[config.mk]
export PLATFORM = sky130hd
export DESIGN_NAME = path_pattern_classifier_core
export DESIGN_NICKNAME = d
export VERILOG_FILES = /design/src/rtl/ppc_pkg.sv /design/src/rtl/ppc_tracker.sv /design/src/rtl/ppc_verdict.sv /design/src/rtl/path_pattern_classifier_core.sv
export SDC_FILE = /design/constraint.sdc
export NUM_CORES = 1
export LEC_CHECK = 0
export BUFFER_PORTS_ARGS = -buffer_cell sky130_fd_sc_hd__buf_4
export CORE_MARGIN = 2
export CORE_UTILIZATION = 41
export CTS_BUF_LIST = sky130_fd_sc_hd__clkbuf_16
export DETAILED_ROUTE_END_ITERATION = 10
export GPL_TIMING_DRIVEN = 1
export MAX_ROUTING_LAYER = met4
export SLEW_MARGIN = 20
export SYNTH_ARGS = -nofsm -noshare
export SYNTH_HDL_FRONTEND = slang
export SYNTH_SLANG_ARGS = --single-unit
export TNS_END_PERCENT = 100
[constraint.sdc]
create_clock -name clk -period 7.28 [get_ports clk]
set_input_delay 1.82 -clock clk [delete_from_list [all_inputs] [get_ports clk]]
set_output_delay 1.82 -clock clk [all_outputs]
set_load 0.02 [all_outputs]
[src/rtl/ppc_pkg.sv]
// shared types, fragment table and codes for the path pattern classifier
// no dependencies
package ppc_pkg;

	localparam int IMAGE_PATH_CHARS = 512;
	localparam int REG_PATH_CHARS   = 512;
	localparam int WINDOW_DEPTH     = 46;
	localparam int FRAG_COUNT       = 12;
	localparam int FRAG_MAX         = WINDOW_DEPTH + 1;
	localparam int POS_W            = 10;
	localparam int LIMIT_W          = POS_W + 1;
	localparam int FRAG_LEN_W       = $clog2(FRAG_MAX + 1);

	localparam logic [LIMIT_W-1:0] IMAGE_LIMIT = LIMIT_W'(IMAGE_PATH_CHARS);
	localparam logic [LIMIT_W-1:0] REG_LIMIT   = LIMIT_W'(REG_PATH_CHARS);

	// path kinds
	localparam logic KIND_IMAGE = 1'b0;
	localparam logic KIND_REG   = 1'b1;

	// severity codes
	localparam logic [1:0] SEV_NONE = 2'd0;
	localparam logic [1:0] SEV_LOW  = 2'd1;
	localparam logic [1:0] SEV_MED  = 2'd2;
	localparam logic [1:0] SEV_HIGH = 2'd3;

	// rule codes
	localparam logic [2:0] RULE_NONE       = 3'd0;
	localparam logic [2:0] RULE_USER_IMAGE = 3'd1;
	localparam logic [2:0] RULE_SERVICE    = 3'd2;
	localparam logic [2:0] RULE_IFEO       = 3'd3;
	localparam logic [2:0] RULE_WINLOGON   = 3'd4;
	localparam logic [2:0] RULE_APPINIT    = 3'd5;
	localparam logic [2:0] RULE_AUTORUN    = 3'd6;

	// fragment indexes into the seen vector
	localparam int F_USERS     = 0;
	localparam int F_APPDATA   = 1;
	localparam int F_TEMP      = 2;
	localparam int F_SERVICES  = 3;
	localparam int F_RUN       = 4;
	localparam int F_IFEO      = 5;
	localparam int F_WINLOGON  = 6;
	localparam int F_APPINIT   = 7;
	localparam int F_IMAGEPATH = 8;
	localparam int F_DEBUGGER  = 9;
	localparam int F_SHELL     = 10;
	localparam int F_USERINIT  = 11;

	// fragment text right aligned: last character sits in bits [7:0]
	localparam logic [FRAG_MAX*8-1:0] FRAG_TEXT [FRAG_COUNT] = '{
		(FRAG_MAX*8)'("\\USERS\\"),
		(FRAG_MAX*8)'("\\APPDATA\\"),
		(FRAG_MAX*8)'("\\TEMP\\"),
		(FRAG_MAX*8)'("\\SYSTEM\\CURRENTCONTROLSET\\SERVICES\\"),
		(FRAG_MAX*8)'("\\CURRENTVERSION\\RUN"),
		(FRAG_MAX*8)'("\\IMAGE FILE EXECUTION OPTIONS\\"),
		(FRAG_MAX*8)'("\\WINLOGON\\"),
		(FRAG_MAX*8)'({"\\WINDOWS NT\\CURRENTVERSION\\WINDOWS\\APPINIT", "_DLLS"}),
		(FRAG_MAX*8)'("\\IMAGEPATH"),
		(FRAG_MAX*8)'("\\DEBUGGER"),
		(FRAG_MAX*8)'("\\SHELL"),
		(FRAG_MAX*8)'("\\USERINIT")
	};

	localparam logic [FRAG_LEN_W-1:0] FRAG_LEN [FRAG_COUNT] = '{
		FRAG_LEN_W'(7),  FRAG_LEN_W'(9),  FRAG_LEN_W'(6),  FRAG_LEN_W'(35),
		FRAG_LEN_W'(19), FRAG_LEN_W'(30), FRAG_LEN_W'(10), FRAG_LEN_W'(47),
		FRAG_LEN_W'(10), FRAG_LEN_W'(9),  FRAG_LEN_W'(6),  FRAG_LEN_W'(9)
	};

	typedef struct packed {
		logic        opcode;
		logic [15:0] path_char;
		logic        last;
	} item_t;

	typedef struct packed {
		logic       suspicious;
		logic [1:0] severity;
		logic [2:0] rule;
	} result_t;

	// path state as seen after the current item
	typedef struct packed {
		logic                  kind;
		logic [FRAG_COUNT-1:0] seen;
	} track_t;

	// upcase ascii letters, drop anything outside ascii to zero
	function automatic logic [7:0] fold_char(input logic [15:0] c);
		logic [7:0] r;
		begin
			if (c >= 16'h0080) begin
				r = 8'h00;
			end else if (c >= 16'h0061 && c <= 16'h007a) begin
				r = c[7:0] - 8'h20;
			end else begin
				r = c[7:0];
			end
			return r;
		end
	endfunction

endpackage

[src/rtl/ppc_tracker.sv]
// character window, fragment compare and per-path state
// depends on ppc_pkg
module ppc_tracker (
	input  logic           clk,
	input  logic           arst_n,
	input  logic           step,
	input  ppc_pkg::item_t item,
	output ppc_pkg::track_t track
);

	logic [ppc_pkg::WINDOW_DEPTH*8-1:0] window_q;
	logic [ppc_pkg::FRAG_COUNT-1:0]     seen_q;
	logic [ppc_pkg::POS_W-1:0]          pos_q;
	logic                               term_q;
	logic                               kind_q;

	logic [7:0]                         cur;
	logic [ppc_pkg::FRAG_MAX*8-1:0]     span;
	logic [ppc_pkg::FRAG_COUNT-1:0]     hits;
	logic                               kind_eff;
	logic [ppc_pkg::LIMIT_W-1:0]        limit;
	logic [ppc_pkg::LIMIT_W-1:0]        pos_ext;
	logic [ppc_pkg::LIMIT_W-1:0]        pos_inc;
	logic                               in_range;
	logic                               active;
	logic                               term_next;
	logic [ppc_pkg::FRAG_COUNT-1:0]     seen_next;

	assign cur  = ppc_pkg::fold_char(item.path_char);
	assign span = {window_q, cur};

	// each fragment compared against the newest characters in parallel
	always_comb begin
		for (int f = 0; f < ppc_pkg::FRAG_COUNT; f++) begin
			hits[f] = 1'b1;
			for (int j = 0; j < ppc_pkg::FRAG_MAX; j++) begin
				if (j < int'(ppc_pkg::FRAG_LEN[f]) &&
					span[8*j +: 8] != ppc_pkg::FRAG_TEXT[f][8*j +: 8]) begin
					hits[f] = 1'b0;
				end
			end
		end
	end

	always_comb begin
		kind_eff  = (pos_q == '0) ? item.opcode : kind_q;
		limit     = (kind_eff == ppc_pkg::KIND_REG) ? ppc_pkg::REG_LIMIT : ppc_pkg::IMAGE_LIMIT;
		pos_ext   = {1'b0, pos_q};
		pos_inc   = pos_ext + ppc_pkg::LIMIT_W'(1);
		in_range  = pos_ext < limit;
		active    = !term_q && in_range && (item.path_char != 16'h0000);
		term_next = term_q || (!active) || (pos_inc >= limit);
		seen_next = seen_q | (active ? hits : '0);
		track.kind = term_q ? kind_q : kind_eff;
		track.seen = seen_next;
	end

	always_ff @(posedge clk or negedge arst_n) begin
		if (!arst_n) begin
			window_q <= '0;
			seen_q   <= '0;
			pos_q    <= '0;
			term_q   <= 1'b0;
			kind_q   <= 1'b0;
		end else if (step) begin
			if (item.last) begin
				window_q <= '0;
				seen_q   <= '0;
				pos_q    <= '0;
				term_q   <= 1'b0;
				kind_q   <= 1'b0;
			end else begin
				if (active) begin
					window_q <= span[ppc_pkg::WINDOW_DEPTH*8-1:0];
					pos_q    <= pos_inc[ppc_pkg::POS_W-1:0];
				end
				seen_q <= seen_next;
				term_q <= term_next;
				kind_q <= track.kind;
			end
		end
	end

endmodule

[src/rtl/ppc_verdict.sv]
// prioritized rule table turning seen fragments into one verdict
// depends on ppc_pkg
module ppc_verdict (
	input  ppc_pkg::track_t  track,
	output ppc_pkg::result_t verdict
);

	logic [ppc_pkg::FRAG_COUNT-1:0] s;
	logic [1:0]                     sev;
	logic [2:0]                     rule;

	assign s = track.seen;

	always_comb begin
		sev  = ppc_pkg::SEV_NONE;
		rule = ppc_pkg::RULE_NONE;
		if (track.kind == ppc_pkg::KIND_IMAGE) begin
			if (s[ppc_pkg::F_USERS] || s[ppc_pkg::F_APPDATA] || s[ppc_pkg::F_TEMP]) begin
				sev  = ppc_pkg::SEV_LOW;
				rule = ppc_pkg::RULE_USER_IMAGE;
			end
		end else if (s[ppc_pkg::F_SERVICES] && s[ppc_pkg::F_IMAGEPATH]) begin
			sev  = ppc_pkg::SEV_MED;
			rule = ppc_pkg::RULE_SERVICE;
		end else if (s[ppc_pkg::F_IFEO] && s[ppc_pkg::F_DEBUGGER]) begin
			sev  = ppc_pkg::SEV_HIGH;
			rule = ppc_pkg::RULE_IFEO;
		end else if (s[ppc_pkg::F_WINLOGON] &&
			(s[ppc_pkg::F_SHELL] || s[ppc_pkg::F_USERINIT])) begin
			sev  = ppc_pkg::SEV_HIGH;
			rule = ppc_pkg::RULE_WINLOGON;
		end else if (s[ppc_pkg::F_APPINIT]) begin
			sev  = ppc_pkg::SEV_HIGH;
			rule = ppc_pkg::RULE_APPINIT;
		end else if (s[ppc_pkg::F_RUN]) begin
			sev  = ppc_pkg::SEV_MED;
			rule = ppc_pkg::RULE_AUTORUN;
		end
		verdict.suspicious = (rule != ppc_pkg::RULE_NONE);
		verdict.severity   = sev;
		verdict.rule       = rule;
	end

endmodule

[src/rtl/path_pattern_classifier_core.sv]
// top level of the path pattern classifier: input register, tracker, verdict, result register
// depends on ppc_pkg, ppc_tracker, ppc_verdict
// usage
//   item channel: one path code unit per item (opcode, path_char, last) on
//   item_valid / item_ready. the opcode of the first unit of a path picks
//   image or registry rules; a zero unit or the length limit ends scanning.
//   result channel: exactly one verdict per path, emitted for the unit
//   marked last, on result_valid / result_ready. other units give nothing.
// throughput and pipeline
//   one item per cycle sustained while no last unit waits on a full result
//   register. an item sits in the input register while the window compare and
//   rule table run, and the verdict is registered in the result register when the
//   last unit leaves the input register. the rate is set by the window update loop.
// stalls
//   while a verdict waits in the result register, non-last units keep
//   flowing through the tracker; a last unit holds in the input register
//   until the verdict ahead of it is taken, and item_ready drops with it.
// reset
//   arst_n clears the window, seen flags, position and both valid flags;
//   the block takes items from the first cycle after reset.
module path_pattern_classifier_core (
	input  logic             clk,
	input  logic             arst_n,
	input  logic             item_valid,
	output logic             item_ready,
	input  ppc_pkg::item_t   item,
	output logic             result_valid,
	input  logic             result_ready,
	output ppc_pkg::result_t result
);

	// input register
	logic             valid_s1;
	ppc_pkg::item_t   item_s1;

	// result register
	logic             result_valid_q;
	ppc_pkg::result_t result_q;

	logic             advance;
	ppc_pkg::track_t  track;
	ppc_pkg::result_t verdict;

	// a last unit needs a free result slot, any other unit always moves
	assign advance    = valid_s1 && (!item_s1.last || !result_valid_q || result_ready);
	assign item_ready = !valid_s1 || advance;

	always_ff @(posedge clk or negedge arst_n) begin
		if (!arst_n) begin
			valid_s1 <= 1'b0;
		end else if (item_ready) begin
			valid_s1 <= item_valid;
		end
	end

	// payload needs no reset
	always_ff @(posedge clk) begin
		if (item_valid && item_ready) begin
			item_s1 <= item;
		end
	end

	ppc_tracker u_tracker (
		.clk    (clk),
		.arst_n (arst_n),
		.step   (advance),
		.item   (item_s1),
		.track  (track)
	);

	ppc_verdict u_verdict (
		.track   (track),
		.verdict (verdict)
	);

	always_ff @(posedge clk or negedge arst_n) begin
		if (!arst_n) begin
			result_valid_q <= 1'b0;
		end else if (advance && item_s1.last) begin
			result_valid_q <= 1'b1;
		end else if (result_ready) begin
			result_valid_q <= 1'b0;
		end
	end

	always_ff @(posedge clk) begin
		if (advance && item_s1.last) begin
			result_q <= verdict;
		end
	end

	assign result_valid = result_valid_q;
	assign result       = result_q;

endmodule
# Word-level counts from Yosys, hierarchy flattened
# Index checks and enable logic that the tools add are counted.
[totals]
wordCells = 437
out_inout_bits = 8
in_bits = 22
reg_bits = 418
[op_classes]
muxes = 218
n_lt_le_gt_ge = 5
bitwise_logic = 1
add_sub_neg = 2
reduce_logical = 28
n_eq_ne = 170
[op_table]
columns = ["op", "count"]
rows = [
  ["8-bit by 7-bit != test with 1-bit output (second input constant)", 166],
  ["368-bit two-way mux", 2],
  ["1-bit two-way mux", 198],
  ["8-bit by 6-bit != test with 1-bit output (second input constant)", 4],
  ["12-bit two-way mux", 2],
  ["10-bit two-way mux", 2],
  ["3-bit two-way mux", 6],
  ["16-bit by 7-bit greater-or-equal comparator with 1-bit output (second input constant)", 1],
  ["16-bit by 8-bit greater-or-equal comparator with 1-bit output (second input constant)", 1],
  ["16-bit by 7-bit less-or-equal comparator with 1-bit output (second input constant)", 1],
  ["8-bit two-way mux", 2],
  ["16-bit nonzero test", 1],
  ["2-bit two-way mux", 6],
  ["12-bit OR", 1],
  ["10-bit by 1-bit adder with 11-bit output (second input constant)", 1],
  ["11-bit by 10-bit greater-or-equal comparator with 1-bit output (second input constant)", 1],
  ["10-bit logical NOT", 1],
  ["10-bit less-than comparator (second input constant)", 1],
  ["1-bit logical AND", 9],
  ["1-bit logical OR", 8],
  ["8-bit by 6-bit subtractor with 8-bit output (second input constant)", 1],
  ["1-bit logical NOT", 5],
  ["2-bit nonzero test", 2],
  ["3-bit nonzero test", 1],
  ["2-bit AND reduction", 1],
]

# Logic depth before layout (Yosys ltp)
[logic_depth]
depth_word = 61
depth_mapped = 11
mapped_depth_nobuf = 10

# Hierarchy
# Synthesis repeated with hierarchy kept, for this count alone.
[unflattened]
hier_cells = 1369
area_unflattened_um2 = 17838.4
[by_module_without_submodules]
columns = ["mod", "n_inst", "cells_each", "seq_area_each_um2", "area_per_inst_um2"]
rows = [
  ["ppc_tracker", 1, 1316, 9809.4, 16873.7],
  ["path_pattern_classifier_core", 1, 34, 770.7, 827.0],
  ["ppc_verdict", 1, 19, 0.0, 137.6],
]

# Worst setup path before layout
# Ideal clock, no wire load.
[synth_path]
kind = "in2out"
startpoint = "input port result_ready"
endpoint = "output port item_ready"
path_stages = 1
setup_slack_ps = 3316
arrival_ps = 2144
t_required_ps = 5460
n_path_buf = 0
path_cell_list = "nand4b_1"
[synth_via]
elab_chain_cells = 3
[synth_lines]
columns = ["element", "line_no", "rtl"]
rows = [
  ["from (decl)", "path_pattern_classifier_core.sv:28", "input logic result_ready,"],
  ["1-bit logical OR", "path_pattern_classifier_core.sv:45", "assign advance = valid_s1 && (!item_s1.last || !result_valid_q || result_ready);"],
  ["1-bit logical AND", "path_pattern_classifier_core.sv:45", ""],
  ["1-bit logical OR", "path_pattern_classifier_core.sv:46", "assign item_ready = !valid_s1 || advance;"],
  ["to (decl)", "path_pattern_classifier_core.sv:25", "output logic item_ready,"],
]
# No other way between the ends.

# Worst setup path in the final report
# Same ends and word-level chain as after synthesis.

==> metrics.md <==
| Metric | Value |
|---|---|
| Seq cells post-synth | `418` |
| Post-synth EDFFs | `24` |
| Fin. max-slew vios | `0` |
| Worst Setup EP | `item_ready` |
| Pleak | `8.70 nW` |
| Largest fanout on the critical path | `3` |
| TritonCTS clock tree | `built` |
| Initial antenna violation count | `1` |
| DR iter-0 viols | `1323` |
| Synth warnings | `0` |
| Initial Utilization | `41.5%` |
| I/O pins | `30` |
| Routed WL per cell | `25.4 um` |
| Max Cap Viol | `0` |
| # setup viols final | `0` |
| Setup ws final | `3.11 ns` |
| Seq/Total Area, Yosys | `59.2%` |
| Critical Path AT | `2.35 ns` |
| Clock share of power | `44.9%` |
| Num rows | `76` |
| Sw Share | `23.9%` |
| Routed wire length | `50800 um` |
| RR Startpoint | `u_tracker.window_q[87]` |
| Synthesized area | `0.0179 mm^2` |
| Setup bufs post-CTS | `0` |
| Hold path cells | `1` |
| Combinational fraction of design power | `5.2%` |
| Area Growth Syn to Fin | `11.6%` |
| Unrepaired setup endpoints after global routing | `no` |
| Hold/Removal Path Class | `reg2reg` |
| # nets final | `1413` |
| Critical Path RT | `5.46 ns` |
| CTS Root Buffer Type | `clkbuf_16` |
| First-pass GRT wire length | `79400 um` |
| Crit path kind | `in2out` |
| Gr ovfl total | `0` |
| Worst-skew pair later-pin latency | `0.57 ns` |
| Setup TNS | `0 ns` |
| Die H | `213 um` |
| Type of origin of the critical path | `input pin` |
| CP endpoint kind | `primary output` |
| Mean Syn Cell Area | `12.8 um^2` |
| Clk sinks | `418` |
| Post_cts resized | `0` |
| Fmax | `240 MHz` |
| DR pass1 iterations | `5` |
| Psw | `1.15 mW` |
| Die Wd | `213 um` |
| Antenna cells | `0` |
| Hold_buf cts | `0` |
| Total GRT Usage | `23.5%` |
| Filler cell count | `3859` |
| Syn Inst Count | `1394` |
| Worst IR drop on VDD | `154 uV` |
| Rel. slew slack | `28.1%` |
| Placer Congestion | `0.949` |
| HPWL Detailed | `33800 um` |
| Worst-Margin Slew | `1.07 ns` |
| Final Skew | `0.0160 ns` |
| Share of post-route cells with drive strength above 1 | `9.73%` |
| Power Total | `4.78 mW` |
| Reg2Reg Capture Point | `result[5]` |
| I/O Buffers | `29` |
| Area of the multi-input gates | `0.00687 mm^2` |
| R2R depth | `8` |
| Worst Setup SP | `result_ready` |
| Place WS | `2.97 ns` |
| Via/cell ratio | `6.37` |
| Sequential cell area | `0.0106 mm^2` |
| Final Hold Fails | `0` |
| Core ar. | `0.0431 mm^2` |
| Post-synth cell types | `73` |
| CTS Buf Count | `45` |
| Tmin final | `4.17 ns` |
| Number of global-route vias before repair | `12600` |
| Asr flop ratio synth | `94.3%` |
| Top FF cell, synth | `dfrtp_1` |
| Largest net degree at the start of global routing | `208` |
| Mapped Nets | `1420` |
| Clk pin slew, worst setup/hold paths | `0.06 ns` |
| Power Density | `240 mW/mm^2` |
| Max Root-Sink Buffers | `3` |
| Final Cycle Share | `57.3%` |
| Status | `completed` |
| DRT antenna net count | `0` |
| Int Power | `3.64 mW` |
| WHS | `0.470 ns` |
| Via count | `12800` |
| Die ar. | `0.0453 mm^2` |
| Post-route DRC violation count | `0` |
| H-tree depth | `2` |
| Flop2flop setup slack | `3.45 ns` |
| Share of power burned in registers | `49.9%` |
==> state kept, by name, indices dropped and copies added, names as in the netlist <==
signal / flops
result: 6
u_tracker.seen_q: 12
u_tracker.kind_q: 1
result_valid: 1
u_tracker.pos_q: 10
item_s1: 18
valid_s1: 1
u_tracker.window_q: 368
u_tracker.term_q: 1
==> power groups by stage <==
stage | Clock, mW | Combinational [mW] | Sequential, mW
global placement | 0 | 0.248 | 2.43
detailed placement | 0 | 0.250 | 2.43
floorplan | 0 | 0.155 | 2.42
finish | 2.15 | 0.248 | 2.39
CTS | 2.19 | 0.251 | 2.39
global route | 2.29 | 0.279 | 2.39
==> metal layers <==
layer	wire length, um	part of all wire [%]	GRT usage (%)
met1	23900	47	34.1
met4	1230	2.4	6.70
met2	23000	45	34.3
met3	2700	5.3	3.68
met5	0	0	-
==> logic make-up after synthesis <==
group	after synthesis	share of synthesized area (%)
buf+inv	103	2.48
fa+ha+maj	4	0.280
compound gates	421	20.2
mux	1	0.0560
flops	418	59.2
simple gates	442	17.6
xor+xnor	5	0.245
==> metrics by stage <==
stage | cells | util [%] | instance area (um^2)
3_5_place_dp | 1925 | 43.1 | 18600
2_1_floorplan | 1394 | - | 17900
3_3_place_gp | 1925 | 43.1 | 18600
5_1_grt | 2004 | 46.3 | 19900
6_report | 2004 | 46.3 | 19900
4_1_cts | 2004 | 46.3 | 19900
==> worst min path at each step <==
| stage | end | startpoint | slack (ns) |
|---|---|---|---|
| final | u_tracker.term_q | u_tracker.term_q | 0.47 |
| after global routing | u_tracker.pos_q[8] | u_tracker.pos_q[8] | 0.50 |
| after CTS | u_tracker.term_q | u_tracker.term_q | 0.47 |
| after detailed placement | u_tracker.term_q | u_tracker.term_q | 0.46 |
| after global placement | u_tracker.term_q | u_tracker.term_q | 0.45 |
| after floorplan | u_tracker.seen_q[8] | u_tracker.seen_q[8] | 0.44 |
==> Yosys cell counts (10+ instances only) <==
| library cell | n | area [um^2] |
|---|---|---|
| nand2_1 | 37 | 139 |
| nand3_1 | 19 | 95.1 |
| and4b_1 | 15 | 150 |
| dfrtp_1 | 394 | 9860 |
| nor4b_1 | 38 | 333 |
| edfxtp_1 | 24 | 721 |
| nor4_1 | 33 | 206 |
| o21ai_0 | 13 | 65.1 |
| nor2_1 | 49 | 184 |
| nand4_1 | 66 | 413 |
| buf_2 | 34 | 170 |
| nor4bb_1 | 43 | 430 |
| nor3_1 | 18 | 90.1 |
| clkbuf_1 | 56 | 210 |
| nand4b_1 | 17 | 149 |
| a22o_1 | 363 | 3180 |
| inv_1 | 10 | 37.5 |
==> placed cells by master, fill, tap and decap left out, types with 4 or more instances in the layout <==
cell       netlist  routed
edfxtp_1        24      24
nand4b_1        17      17
nand4_1         66      66
clkinv_2         0       9
a211oi_1         4       4
a21oi_1          9       9
clkbuf_16        0      47
nor4b_2          4       4
or4b_1           6       6
nand3_1         19      19
clkinv_1         0       9
nor3_1          18      18
nor2b_1          9       9
nor2_1          49      48
nand3b_1         9       9
ha_1             4       4
or4bb_1          8       8
nor4bb_1        43      43
buf_12           0       5
or4_1            9       9
inv_1           10      21
and2_1           7       7
xor2_1           5       5
nor4b_1         38      38
and4b_1         15      15
o21ai_0         13      13
a22o_1         363     363
buf_4            2      33
and4bb_2         6       6
or2_2            4       4
nand2_1         37      37
dfrtp_1        394     394
nand2b_1         5       5
nor3b_1          9       9
nor4_1          33      33
a21o_1           5       5
==> worst max-delay path: stages <==
cell and delay, ns:
buf_4 0.11, nand4b_1 0.21, buf_4 0.21
==> layout make-up <==
class                      count  area share [%]
clock inverter                32           0.947
clock buffer                  47            5.90
inverter                      10           0.188
multi-input combinational    873            34.4
tap                          585            3.67
timing repair buffer          39            1.82
sequential                   418            53.0
(Power assumes the default switching activity.)
